--- src/hw/rtl/tvpf_pkg.sv ---
// shared types, codes and helpers of the typed value packet framer
package tvpf_pkg;

  localparam int unsigned ActionW  = 3;
  localparam int unsigned ValueW   = 32;
  localparam int unsigned ByteW    = 8;
  localparam int unsigned LenW     = 16;
  localparam int unsigned MaxBytes = 5;
  localparam int unsigned CntW     = 3;
  localparam int unsigned CfgIdxW  = 1;

  // action codes
  localparam logic [ActionW-1:0] ActStart = 3'd0;
  localparam logic [ActionW-1:0] ActBool  = 3'd1;
  localparam logic [ActionW-1:0] ActByte  = 3'd2;
  localparam logic [ActionW-1:0] ActShort = 3'd3;
  localparam logic [ActionW-1:0] ActInt   = 3'd4;
  localparam logic [ActionW-1:0] ActFloat = 3'd5;
  localparam logic [ActionW-1:0] ActEnd   = 3'd6;

  // configuration register indexes
  localparam logic [CfgIdxW-1:0] CfgHead = 1'd0;
  localparam logic [CfgIdxW-1:0] CfgTail = 1'd1;

  localparam logic [ByteW-1:0] HeadReset = 8'd165;
  localparam logic [ByteW-1:0] TailReset = 8'd90;
  localparam logic [ByteW-1:0] BitOne    = 8'h01;
  localparam logic [ByteW-1:0] ByteMask  = 8'hff;

  // one queued burst of output words
  typedef struct packed {
    logic [MaxBytes-1:0][ByteW-1:0] bytes;
    logic [CntW-1:0]                cnt;
    logic [LenW-1:0]                len;
  } tvpf_job_t;

  function automatic logic [LenW-1:0] sat_add(logic [LenW-1:0] a, logic [CntW-1:0] n);
    logic [LenW:0] s;
    s = {1'b0, a} + (LenW+1)'(n);
    return s[LenW] ? {LenW{1'b1}} : s[LenW-1:0];
  endfunction

endpackage

--- src/hw/rtl/tvpf_if.sv ---
// channel interfaces of the typed value packet framer
interface tvpf_in_if;
  logic                             valid;
  logic                             ready;
  logic [tvpf_pkg::ActionW-1:0]     action;
  logic [tvpf_pkg::ValueW-1:0]      value;
  modport source (output valid, output action, output value, input ready);
  modport sink   (input valid, input action, input value, output ready);
endinterface

interface tvpf_out_if;
  logic                             valid;
  logic                             ready;
  logic [tvpf_pkg::ByteW-1:0]       out_byte;
  logic                             last;
  logic [tvpf_pkg::LenW-1:0]        packet_length;
  modport source (output valid, output out_byte, output last, output packet_length,
                  input ready);
  modport sink   (input valid, input out_byte, input last, input packet_length,
                  output ready);
endinterface

interface tvpf_cfg_if;
  logic                             valid;
  logic                             ready;
  logic [tvpf_pkg::CfgIdxW-1:0]     index;
  logic [tvpf_pkg::ByteW-1:0]       data;
  modport source (output valid, output index, output data, input ready);
  modport sink   (input valid, input index, input data, output ready);
endinterface

--- src/hw/rtl/typed_value_packet_framer_top.sv ---
// top level of the typed value packet framer
//
// usage:
//   in_i  takes one item per handshake: an action (start, bool, byte, short,
//         int, float, end) and a 32-bit raw value
//   out_o delivers the packet as a stream of words, one byte per word; last
//         marks the final word an item causes, packet_length is set on the
//         tail word of an end item and zero elsewhere
//   cfg_i writes head_byte (index 0) and tail_byte (index 1); always ready,
//         write only while the block is idle
// path: the first word of an item is written to a queue entry and then loaded into
//   the back register before it is valid on out_o; a busy back part holds it in the
//   queue until the current burst is done
// throughput: the back part sends one word per cycle while out_o ready is high;
//   an item causes up to five words; the two-entry queue lets the front
//   take new items while a burst is still going out
// reset: head 165, tail 90, all packet state cleared, queue and output empty
// stall: when out_o ready is low the current word holds; once the queue is
//   full in_i ready drops until the back part frees an entry
module typed_value_packet_framer_top (
  input  logic       clk_i,
  input  logic       rst_ni,
  tvpf_in_if.sink    in_i,
  tvpf_out_if.source out_o,
  tvpf_cfg_if.sink   cfg_i
);

  logic                q_push, q_full, q_pop, q_empty;
  tvpf_pkg::tvpf_job_t push_job, pop_job;

  // configuration is always taken
  assign cfg_i.ready = 1'b1;

  // front: ordering rules, bool packing, checksum and length
  tvpf_front u_front (
    .clk_i       (clk_i),
    .rst_ni      (rst_ni),
    .in_valid_i  (in_i.valid),
    .in_ready_o  (in_i.ready),
    .action_i    (in_i.action),
    .value_i     (in_i.value),
    .cfg_valid_i (cfg_i.valid),
    .cfg_index_i (cfg_i.index),
    .cfg_data_i  (cfg_i.data),
    .q_full_i    (q_full),
    .q_push_o    (q_push),
    .q_job_o     (push_job)
  );

  // decouples item intake from word output
  tvpf_queue u_queue (
    .clk_i      (clk_i),
    .rst_ni     (rst_ni),
    .push_i     (q_push),
    .push_job_i (push_job),
    .full_o     (q_full),
    .pop_i      (q_pop),
    .pop_job_o  (pop_job),
    .empty_o    (q_empty)
  );

  // back: serializes each burst onto the output channel
  tvpf_back u_back (
    .clk_i           (clk_i),
    .rst_ni          (rst_ni),
    .q_empty_i       (q_empty),
    .q_job_i         (pop_job),
    .q_pop_o         (q_pop),
    .out_valid_o     (out_o.valid),
    .out_ready_i     (out_o.ready),
    .out_byte_o      (out_o.out_byte),
    .last_o          (out_o.last),
    .packet_length_o (out_o.packet_length)
  );

endmodule

--- src/hw/rtl/tvpf_front.sv ---
// front part: packet state, field ordering and burst building
module tvpf_front (
  input  logic                          clk_i,
  input  logic                          rst_ni,
  input  logic                          in_valid_i,
  output logic                          in_ready_o,
  input  logic [tvpf_pkg::ActionW-1:0]  action_i,
  input  logic [tvpf_pkg::ValueW-1:0]   value_i,
  input  logic                          cfg_valid_i,
  input  logic [tvpf_pkg::CfgIdxW-1:0]  cfg_index_i,
  input  logic [tvpf_pkg::ByteW-1:0]    cfg_data_i,
  input  logic                          q_full_i,
  output logic                          q_push_o,
  output tvpf_pkg::tvpf_job_t           q_job_o
);

  logic [tvpf_pkg::ByteW-1:0]   head_q, tail_q;
  logic [tvpf_pkg::ActionW-1:0] stage_q, stage_d;
  logic [2:0]                   bc_q, bc_d;
  logic [tvpf_pkg::ByteW-1:0]   acc_q, acc_d;
  logic [tvpf_pkg::ByteW-1:0]   sum_q, sum_d;
  logic [tvpf_pkg::LenW-1:0]    count_q, count_d;

  logic                         accept;
  logic                         flush;
  logic [tvpf_pkg::ByteW-1:0]   fl_byte, sum_fl, bool_acc, vsum;
  logic [tvpf_pkg::LenW-1:0]    count_fl;
  logic [tvpf_pkg::CntW-1:0]    nb;
  logic [tvpf_pkg::ValueW-1:0]  vmask;
  tvpf_pkg::tvpf_job_t          job;

  assign in_ready_o = !q_full_i;
  assign accept     = in_valid_i && in_ready_o;
  assign q_push_o   = accept && (job.cnt != '0);
  assign q_job_o    = job;

  always_comb begin
    flush    = (bc_q != '0);
    fl_byte  = flush ? acc_q : '0;
    sum_fl   = sum_q + fl_byte;
    count_fl = tvpf_pkg::sat_add(count_q, {2'b00, flush});
    bool_acc = acc_q | ((value_i != '0) ? (tvpf_pkg::BitOne << bc_q) : '0);
    case (action_i)
      tvpf_pkg::ActByte:  nb = 3'd1;
      tvpf_pkg::ActShort: nb = 3'd2;
      default:            nb = 3'd4;
    endcase
    case (nb)
      3'd1:    vmask = {24'h0, value_i[7:0]};
      3'd2:    vmask = {16'h0, value_i[15:0]};
      default: vmask = value_i;
    endcase
    vsum = vmask[7:0] + vmask[15:8] + vmask[23:16] + vmask[31:24];

    stage_d   = stage_q;
    bc_d      = bc_q;
    acc_d     = acc_q;
    sum_d     = sum_q;
    count_d   = count_q;
    job.bytes = {8'h00, value_i};
    job.cnt   = '0;
    job.len   = '0;

    case (action_i)
      tvpf_pkg::ActStart: begin
        stage_d      = '0;
        bc_d         = '0;
        acc_d        = '0;
        sum_d        = '0;
        count_d      = 16'd1;
        job.bytes[0] = head_q;
        job.cnt      = 3'd1;
      end
      tvpf_pkg::ActBool: begin
        if (stage_q <= tvpf_pkg::ActBool) begin
          stage_d = tvpf_pkg::ActBool;
          if (bc_q == 3'd7) begin
            // eighth bool completes the byte
            job.bytes[0] = bool_acc;
            job.cnt      = 3'd1;
            sum_d        = sum_q + bool_acc;
            count_d      = tvpf_pkg::sat_add(count_q, 3'd1);
            bc_d         = '0;
            acc_d        = '0;
          end else begin
            bc_d  = bc_q + 3'd1;
            acc_d = bool_acc;
          end
        end
      end
      tvpf_pkg::ActByte, tvpf_pkg::ActShort, tvpf_pkg::ActInt, tvpf_pkg::ActFloat: begin
        if (stage_q <= action_i) begin
          job.bytes = flush ? {value_i, acc_q} : {8'h00, value_i};
          job.cnt   = nb + {2'b00, flush};
          sum_d     = sum_fl + vsum;
          count_d   = tvpf_pkg::sat_add(count_q, nb + {2'b00, flush});
          bc_d      = '0;
          acc_d     = '0;
          stage_d   = action_i;
        end
      end
      tvpf_pkg::ActEnd: begin
        job.bytes = flush ? {16'h0, tail_q, sum_fl, acc_q} : {24'h0, tail_q, sum_q};
        job.cnt   = flush ? 3'd3 : 3'd2;
        job.len   = tvpf_pkg::sat_add(count_fl, 3'd2);
        sum_d     = sum_fl;
        count_d   = count_fl;
        bc_d      = '0;
        acc_d     = '0;
      end
      default: begin
      end
    endcase
  end

  always_ff @(posedge clk_i or negedge rst_ni) begin
    if (!rst_ni) begin
      head_q  <= tvpf_pkg::HeadReset;
      tail_q  <= tvpf_pkg::TailReset;
      stage_q <= '0;
      bc_q    <= '0;
      acc_q   <= '0;
      sum_q   <= '0;
      count_q <= '0;
    end else begin
      if (cfg_valid_i) begin
        case (cfg_index_i)
          tvpf_pkg::CfgHead: head_q <= cfg_data_i & tvpf_pkg::ByteMask;
          tvpf_pkg::CfgTail: tail_q <= cfg_data_i & tvpf_pkg::ByteMask;
          default: begin
          end
        endcase
      end
      if (accept) begin
        stage_q <= stage_d;
        bc_q    <= bc_d;
        acc_q   <= acc_d;
        sum_q   <= sum_d;
        count_q <= count_d;
      end
    end
  end

endmodule

--- src/hw/rtl/tvpf_queue.sv ---
// two-entry burst queue between front and back
module tvpf_queue (
  input  logic                 clk_i,
  input  logic                 rst_ni,
  input  logic                 push_i,
  input  tvpf_pkg::tvpf_job_t  push_job_i,
  output logic                 full_o,
  input  logic                 pop_i,
  output tvpf_pkg::tvpf_job_t  pop_job_o,
  output logic                 empty_o
);

  tvpf_pkg::tvpf_job_t mem_q [2];
  logic                wp_q, rp_q;
  logic [1:0]          fill_q;

  assign full_o    = (fill_q == 2'd2);
  assign empty_o   = (fill_q == 2'd0);
  assign pop_job_o = mem_q[rp_q];

  always_ff @(posedge clk_i) begin
    if (push_i) begin
      mem_q[wp_q] <= push_job_i;
    end
  end

  always_ff @(posedge clk_i or negedge rst_ni) begin
    if (!rst_ni) begin
      wp_q   <= 1'b0;
      rp_q   <= 1'b0;
      fill_q <= 2'd0;
    end else begin
      if (push_i) begin
        wp_q <= !wp_q;
      end
      if (pop_i) begin
        rp_q <= !rp_q;
      end
      case ({push_i, pop_i})
        2'b10:   fill_q <= fill_q + 2'd1;
        2'b01:   fill_q <= fill_q - 2'd1;
        default: fill_q <= fill_q;
      endcase
    end
  end

endmodule

--- src/hw/rtl/tvpf_back.sv ---
// back part: sends each queued burst one word per cycle while out_ready_i is high
module tvpf_back (
  input  logic                          clk_i,
  input  logic                          rst_ni,
  input  logic                          q_empty_i,
  input  tvpf_pkg::tvpf_job_t           q_job_i,
  output logic                          q_pop_o,
  output logic                          out_valid_o,
  input  logic                          out_ready_i,
  output logic [tvpf_pkg::ByteW-1:0]    out_byte_o,
  output logic                          last_o,
  output logic [tvpf_pkg::LenW-1:0]     packet_length_o
);

  tvpf_pkg::tvpf_job_t        job_q;
  logic                       valid_q;
  logic [tvpf_pkg::CntW-1:0]  idx_q;
  logic                       is_last, done, load;

  assign is_last         = (idx_q == job_q.cnt - 3'd1);
  assign done            = valid_q && out_ready_i && is_last;
  assign load            = (!valid_q || done) && !q_empty_i;
  assign q_pop_o         = load;
  assign out_valid_o     = valid_q;
  assign out_byte_o      = job_q.bytes[idx_q];
  assign last_o          = is_last;
  assign packet_length_o = is_last ? job_q.len : '0;

  always_ff @(posedge clk_i) begin
    if (load) begin
      job_q <= q_job_i;
    end
  end

  always_ff @(posedge clk_i or negedge rst_ni) begin
    if (!rst_ni) begin
      valid_q <= 1'b0;
      idx_q   <= '0;
    end else begin
      if (load) begin
        valid_q <= 1'b1;
        idx_q   <= '0;
      end else if (done) begin
        valid_q <= 1'b0;
        idx_q   <= '0;
      end else if (valid_q && out_ready_i) begin
        idx_q <= idx_q + 3'd1;
      end
    end
  end

endmodule
--- src/flat_wrapper.sv ---
// flat-port wrapper written by rule: the top's interface ports become plain ports
module typed_value_packet_framer_top_flat 
  (clk_i, rst_ni, in_i_valid, in_i_action, in_i_value, in_i_ready, out_o_valid, out_o_out_byte, out_o_last, out_o_packet_length, out_o_ready, cfg_i_valid, cfg_i_index, cfg_i_data, cfg_i_ready);
  tvpf_in_if in_i_i ();
  tvpf_out_if out_o_i ();
  tvpf_cfg_if cfg_i_i ();
  input  logic clk_i;
  input  logic rst_ni;
  input wire logic [$bits(in_i_i.valid)-1:0] in_i_valid;
  input wire logic [$bits(in_i_i.action)-1:0] in_i_action;
  input wire logic [$bits(in_i_i.value)-1:0] in_i_value;
  output wire logic [$bits(in_i_i.ready)-1:0] in_i_ready;
  output wire logic [$bits(out_o_i.valid)-1:0] out_o_valid;
  output wire logic [$bits(out_o_i.out_byte)-1:0] out_o_out_byte;
  output wire logic [$bits(out_o_i.last)-1:0] out_o_last;
  output wire logic [$bits(out_o_i.packet_length)-1:0] out_o_packet_length;
  input wire logic [$bits(out_o_i.ready)-1:0] out_o_ready;
  input wire logic [$bits(cfg_i_i.valid)-1:0] cfg_i_valid;
  input wire logic [$bits(cfg_i_i.index)-1:0] cfg_i_index;
  input wire logic [$bits(cfg_i_i.data)-1:0] cfg_i_data;
  output wire logic [$bits(cfg_i_i.ready)-1:0] cfg_i_ready;
  assign in_i_i.valid = in_i_valid;
  assign in_i_i.action = in_i_action;
  assign in_i_i.value = in_i_value;
  assign in_i_ready = in_i_i.ready;
  assign out_o_valid = out_o_i.valid;
  assign out_o_out_byte = out_o_i.out_byte;
  assign out_o_last = out_o_i.last;
  assign out_o_packet_length = out_o_i.packet_length;
  assign out_o_i.ready = out_o_ready;
  assign cfg_i_i.valid = cfg_i_valid;
  assign cfg_i_i.index = cfg_i_index;
  assign cfg_i_i.data = cfg_i_data;
  assign cfg_i_ready = cfg_i_i.ready;
  typed_value_packet_framer_top u_core (.clk_i(clk_i), .rst_ni(rst_ni), .in_i(in_i_i), .out_o(out_o_i), .cfg_i(cfg_i_i));
endmodule
--- config.mk ---
export PLATFORM = sky130hd
export DESIGN_NAME = typed_value_packet_framer_top_flat
export DESIGN_NICKNAME = d
export VERILOG_FILES = /design/src/hw/rtl/tvpf_pkg.sv /design/src/hw/rtl/tvpf_if.sv /design/src/hw/rtl/typed_value_packet_framer_top.sv /design/src/hw/rtl/tvpf_front.sv /design/src/hw/rtl/tvpf_queue.sv /design/src/hw/rtl/tvpf_back.sv /design/src/flat_wrapper.sv
export SDC_FILE = /design/constraint.sdc
export NUM_CORES = 1
export LEC_CHECK = 0
export BUFFER_PORTS_ARGS = -buffer_cell sky130_fd_sc_hd__buf_2
export CORE_MARGIN = 2
export CORE_UTILIZATION = 50
export CTS_BUF_LIST = sky130_fd_sc_hd__clkbuf_8
export DETAILED_ROUTE_END_ITERATION = 7
export GPL_ROUTABILITY_DRIVEN = 0
export PLACE_DENSITY = 0.65
export SLEW_MARGIN = 20
export SYNTH_ARGS = -nofsm -noshare
export SYNTH_HDL_FRONTEND = slang
export SYNTH_SLANG_ARGS = --single-unit
--- constraint.sdc ---
create_clock -name clk_i -period 12.4 [get_ports clk_i]
set_input_delay 0 -clock clk_i [delete_from_list [all_inputs] [get_ports clk_i]]
set_output_delay 0 -clock clk_i [all_outputs]
set_load 0.02 [all_outputs]
Word-level counts from Yosys, hierarchy flattened

Memory sizes are Yosys's and may differ from the RTL's. A register that Yosys moved wholly into a read port is not among the register bits.
Index checks and enable logic that the tools add are counted.

Register bits: 62
Bits in latches: 0
RAM bits: 118
Memory bits (read-only): 0
Output and inout port bits: 28
Word-level logic and storage cells: 127
Memories kept: 1

Memory list:

| memory               | words | bits a word | rd ports | clocked after Yosys merged registers in | write ports | line             | text |
|---|---|---|---|---|---|---|---|
| u_core.u_queue.mem_q | 2     | 59          | 1        | 1                                       | 1           | tvpf_queue.sv:13 | `tvpf_pkg::tvpf_job_t mem_q [2];` |

Add/subtract/negate cells: 16
Multipliers: 0
Divide/modulo/power cells: 0
$lt $le $gt $ge: 3
Equality and inequality tests: 16
Shift operators: 1
Muxes and demuxes: 47
Bitwise logic cells: 2
Reductions and logical operators: 29

Operators with widths:

| kind                  | number |
|---|---|
| $mux 16               | 9 |
| $pmux 32 s2           | 2 |
| $mux 8                | 9 |
| $pmux 16 s4           | 1 |
| $add 8x8->8           | 6 |
| $pmux 11 s4           | 1 |
| $mux 43               | 1 |
| $mux 40               | 1 |
| $pmux 8 s4            | 1 |
| $reduce_bool 32->1    | 1 |
| $bmux 8 s3            | 1 |
| $mux 24               | 1 |
| $mux 3                | 8 |
| $pmux 8 s3            | 1 |
| $mux 11               | 2 |
| $pmux 3 s3            | 2 |
| $add 16x1->17         | 1 |
| $add 16x1->17 const B | 1 |
| $add 16x2->17 const B | 1 |
| $add 16x3->17         | 1 |
| $reduce_bool 3->1     | 5 |
| $eq 3x3->1 const B    | 4 |
| $eq 3x2->1 const B    | 3 |
| $or 8x8->8            | 1 |
| 30 further kinds      | 50 |

Depth between registers and ports, before layout

Depth after elaboration: 10
Mapped depth: 25

Modules after synthesis

From an unflattened synthesis, not the netlist that was laid out.

Cell total of the unflattened synthesis: 1231
Area, all modules: 14156.1 sq um

Modules (own cells, without submodules):

| module                        | times used | cells an instance | area each (sq um) |
|---|---|---|---|
| tvpf_front                    | 1          | 883               | 6874.1 |
| tvpf_queue                    | 1          | 200               | 4744.6 |
| tvpf_back                     | 1          | 146               | 2526.2 |
| typed_value_packet_framer_top | 1          | 2                 | 11.3 |

Worst setup path before layout

OpenSTA, ideal clock, no wires.

Path kind: reg-to-reg
Start: reg u_core.u_front.bc_q[0]
End: reg u_core.u_front.sum_q[7] (netlist name)
Data arrival time: 5.248 ns
Setup slack: 7.015 ns
Cell stages (with the launch flop): 23
Clock period less this slack: 5.385 ns
Cell sequence: dfrtp_1 inv_1 ha_1 nor2b_1 clkbuf_1 clkbuf_1 nor2_1 ha_1 fa_1 fa_1 inv_1 fa_1 fa_1 inv_1 ha_1 fa_1 a21o_1 a21oi_1 nand2b_1 o2bb2ai_1 xnor2_1 xnor2_1 o221ai_1

Longest elaborated chain between the ends: 7

Ends and longest elaborated chain:

| item                                                                | line              | text |
|---|---|---|
| start: declaration                                                  | tvpf_front.sv:19  | `logic [2:0] bc_q, bc_d;` |
| start signal: assignment                                            | tvpf_front.sv:121 | `bc_q <= '0;` |
| start signal: assignment                                            | tvpf_front.sv:136 | `bc_q <= bc_d;` |
| parallel branches: the longest is 7 deep, another holds $add 8x8->8 | -                 |  |
| end signal: assignment                                              | tvpf_front.sv:138 | `sum_q <= sum_d;` |
| end: declaration                                                    | tvpf_front.sv:21  | `logic [tvpf_pkg::ByteW-1:0] sum_q, sum_d;` |

Several ways; the timed one is not identified. The select of a mux whose other input is x is not followed.
A chain may end at the register's enable or synchronous reset.

Worst setup path after layout

Ends and elaborated chain as after synthesis.

==> key figures <==
Pwr
  • Power Dens Cells: 217 nW/µm²
  • Power Total: 3.39 mW
  • Static Leak: 6.13 nW
  • Max IR drop VDD: 0.000113 V

Cells and area
  • Layout cells sized above 1: 0.193
  • ANT cells: 0
  • Syn-to-layout area delta: 14.0%
  • Layout net count: 1,447
  • Post-route cell area: 15,600 µm²

Logic synthesis
  • Avg Inst Size Synth: 11.2 µm²
  • Prevailing post-synth register cell: edfxtp_1
  • Yosys warns: 0
  • Synth Net Count: 1,335
  • Number of synthesized flops with an enable pin: 177
  • Most frequent cell after synthesis: edfxtp_1
  • Yosys reg bits: ~240
  • Top post-synthesis cells by area: edfxtp_1 39%, dfrtp_1 9.9%, mux2_2 6.3%
  • Gate Count Post-Synth: 1,219
  • Seq/Total Area, Yosys: 0.503
  • Most frequent cells after synthesis: 177 x edfxtp_1, 94 x a21oi_1, 83 x nand2_1
  • Synth top area share: 0.389
  • Netlist cell types: 83
  • Post-synth ARST share: 0.259
  • Mapped Area: 13,700 µm²
  • Cell taking the most area after synthesis: edfxtp_1

Run
  • Max-Cap Viols: 0

Place
  • DP Area: ~14,000 µm²
  • Port bufs: 75
  • Post-DP HPWL: 23,600 µm

STA
  • Setup TNS: 0 ns
  • Period utilization: 0.466
  • Max Slew Vio Count: 0
  • Max Freq: 173 MHz
  • Fin. Hold Viols: 0
  • Final min period: just under 6 ns
  • Actual slew at the worst max-slew pin: between 1 and 1.5 ns
  • Worst Skew: 0.0332 ns
  • Slew HR: 0.238
  • RSZ-0062 raised after global routing: no
  • Final Setup Violations: 0

Clock tree
  • Num CTS Buffers: 41
  • Max H-tree Level: 2
  • CTS clock-pin slew for the worst setup and hold paths: roughly 0.060 ns
  • Clk sinks: 239
  • Number of setup buffers added after CTS: 0
  • TritonCTS clock tree: built
  • Clk buf depth: 3
  • Clock latency at the later pin of the worst-skew pair: 0.56 ns
  • CTS root buffer: clkbuf_8
  • Post-cts resize count: 0

Critical path
  • Max FO, Critical Path: 18
  • Setup Crit Path Kind: reg2reg
  • Critical Path RT: between 10 and 15 ns
  • Startpoint types: flop
  • WP data arrival: 6.19 ns
  • Critical path endpoint category: flop

Global routing
  • Pin count of the biggest net entering global routing: between 60 and 70
  • Vias in the first global route: between 9,000 and 10,000
  • Global-route usage over all layers: 0.242
  • Grt ovf: 0
  • First-pass GRT wire length: 53,800 µm
  • Initial antenna violation count: 0

Min path
  • Hold WC Path Type: in2reg

Routing
  • Routed vias: between 10,000 and 15,000
  • Vias per inst: 5.93
  • 1st-pass router iterations: 6
  • ANT nets after route: 0
  • Residual DRC: 0
  • Detailed Route Iter0 Violations: 1,044
  • DRT Wirelength: 34,600 µm
  • Avg WL per Cell: 20.4 µm

Run status
  • Status: finished clean

Floorplan
  • Die X: between 150 and 200 µm
  • Total die area: roughly 29,000 µm²
  • Area of the core: 26,900 µm²
  • # IOs: 77
  • Initial Util: 0.509
  • Die Y-Extent: around 170 µm
  • FP Rows: 60
[logic make-up after synthesis]
group	count (synthesis)	synth area share
other cells	1	0.000274
buf+inv	137	0.0414
flops	239	0.503
mux	100	0.0803
fa+ha+maj	67	0.0739
simple gates	331	0.126
compound gates	288	0.139
xor+xnor	56	0.0364
[worst max-delay path, cell delays in order, from the launching register on]
cell and delay, ns:
dfrtp_1 0.41, inv_1 0.13, ha_1 0.22, nor2b_1 0.14, buf_4 0.24, inv_1 0.24
and2_1 0.27, ha_1 0.27, a21oi_1 0.22, inv_1 0.06, a21oi_1 0.17, xnor2_1 0.19
fa_1 0.49, fa_1 0.54, inv_1 0.05, fa_1 0.53, inv_1 0.04, ha_1 0.33
a21o_1 0.19, a21oi_1 0.20, nand2b_1 0.13, o2bb2ai_1 0.13, xnor2_1 0.16, xnor2_1 0.15
o221ai_1 0.12
[registers in the layout, summed over array words and instances, names as in the netlist]
signal,flops
u_core.u_queue.mem_q,118
u_core.u_back.job_q,59
u_core.u_front.count_q,16
u_core.u_front.acc_q,8
u_core.u_front.head_q,8
u_core.u_front.sum_q,8
u_core.u_front.tail_q,8
u_core.u_back.idx_q,3
u_core.u_front.bc_q,3
u_core.u_front.stage_q,3
u_core.u_queue.fill_q,2
u_core.u_back.out_valid_o,1
u_core.u_queue.rp_q,1
u_core.u_queue.wp_q,1
[placed cells by master (no fill, tap or decap), types with 6 or more instances in the layout]
cell and n:
a21o_1 10, a222oi_1 14, o21ai_0 53, xor2_1 13, and3_1 9, buf_2 75, a22o_1 13, nor4_1 10
nand2_1 83, inv_1 84, o22ai_1 13, nor3_1 22, mux2_2 77, buf_4 14, dfrtp_1 53, a22oi_1 10
ha_1 44, mux2i_1 22, a21oi_1 92, nor2_1 60, dlygate4sd3_1 47, fa_1 23, nand3_1 19, dfstp_2 8
o31ai_1 6, o211ai_1 9, and2_1 48, nand2b_1 19, a311oi_1 6, clkbuf_8 45, a31oi_1 12, and4_1 6
edfxtp_1 177, xnor2_1 42, nor2b_1 18, nand4_1 9
[metrics by stage]
| stage | setup slack (ns) | util | hold WS, ns | std cells |
|---|---|---|---|---|
| after global placement | 6.80 | 0.533 | 0.249 | 1582 |
| after global routing | 6.29 | 0.580 | 0.0478 | 1702 |
| after floorplan | 7.01 | - | -0.296 | 1219 |
| after CTS | 6.63 | 0.580 | 0.00562 | 1702 |
| final | 6.62 | 0.580 | 0.0387 | 1702 |
| after detailed placement | 6.66 | 0.533 | 0.252 | 1582 |
[path summary, 6_finish.rpt]
kind                                                   end  slack [ns]  depth (start not counted)                startpoint
worst max-delay path               u_core.u_front.sum_q[7]        6.62                         24    u_core.u_front.bc_q[0]
worst min-delay path               u_core.u_front.sum_q[7]        0.04                          4                in_i_valid
worst max register to register     u_core.u_front.sum_q[7]        6.62                         24    u_core.u_front.bc_q[0]
worst min register to register    u_core.u_queue.fill_q[1]        0.50                          1  u_core.u_queue.fill_q[1]
max in group asynchronous              u_core.u_queue.rp_q       11.57                          3                    rst_ni
min in group asynchronous       u_core.u_front.count_q[10]        0.19                          3                    rst_ni
[report_power, final]
part	switching (mW)	total, mW	internal (mW)
Clock	0.329	0.688	0.359
Combinational	0.867	1.48	0.612
Sequential	0.118	1.22	1.10
[area by class of cell]
class | instances | area (µm²)
Clock buffer | 45 | 619
Clock inverter | 28 | 169
Fill cell | 2276 | 11300
Inverter | 70 | 263
Multi-Input combinational cell | 843 | 6290
Sequential cell | 239 | 6880
Tap cell | 341 | 427
Timing Repair Buffer | 136 | 951
[repair_timing]
item / in CTS / in global routing
setup endpoints to repair: 0 / 0
hold endpoints to repair: 144 / 0
hold buffers: 47 / 0
[metal layers]
layer,GRT usage,vias up,part of all wire
met2,0.375,414,0.45
met5,0,-,0
met4,0.0777,0,0.026
met3,0.0466,83,0.076
li1,-,4734,-
met1,0.344,4860,0.45
Power figures use the tool's default switching activity.
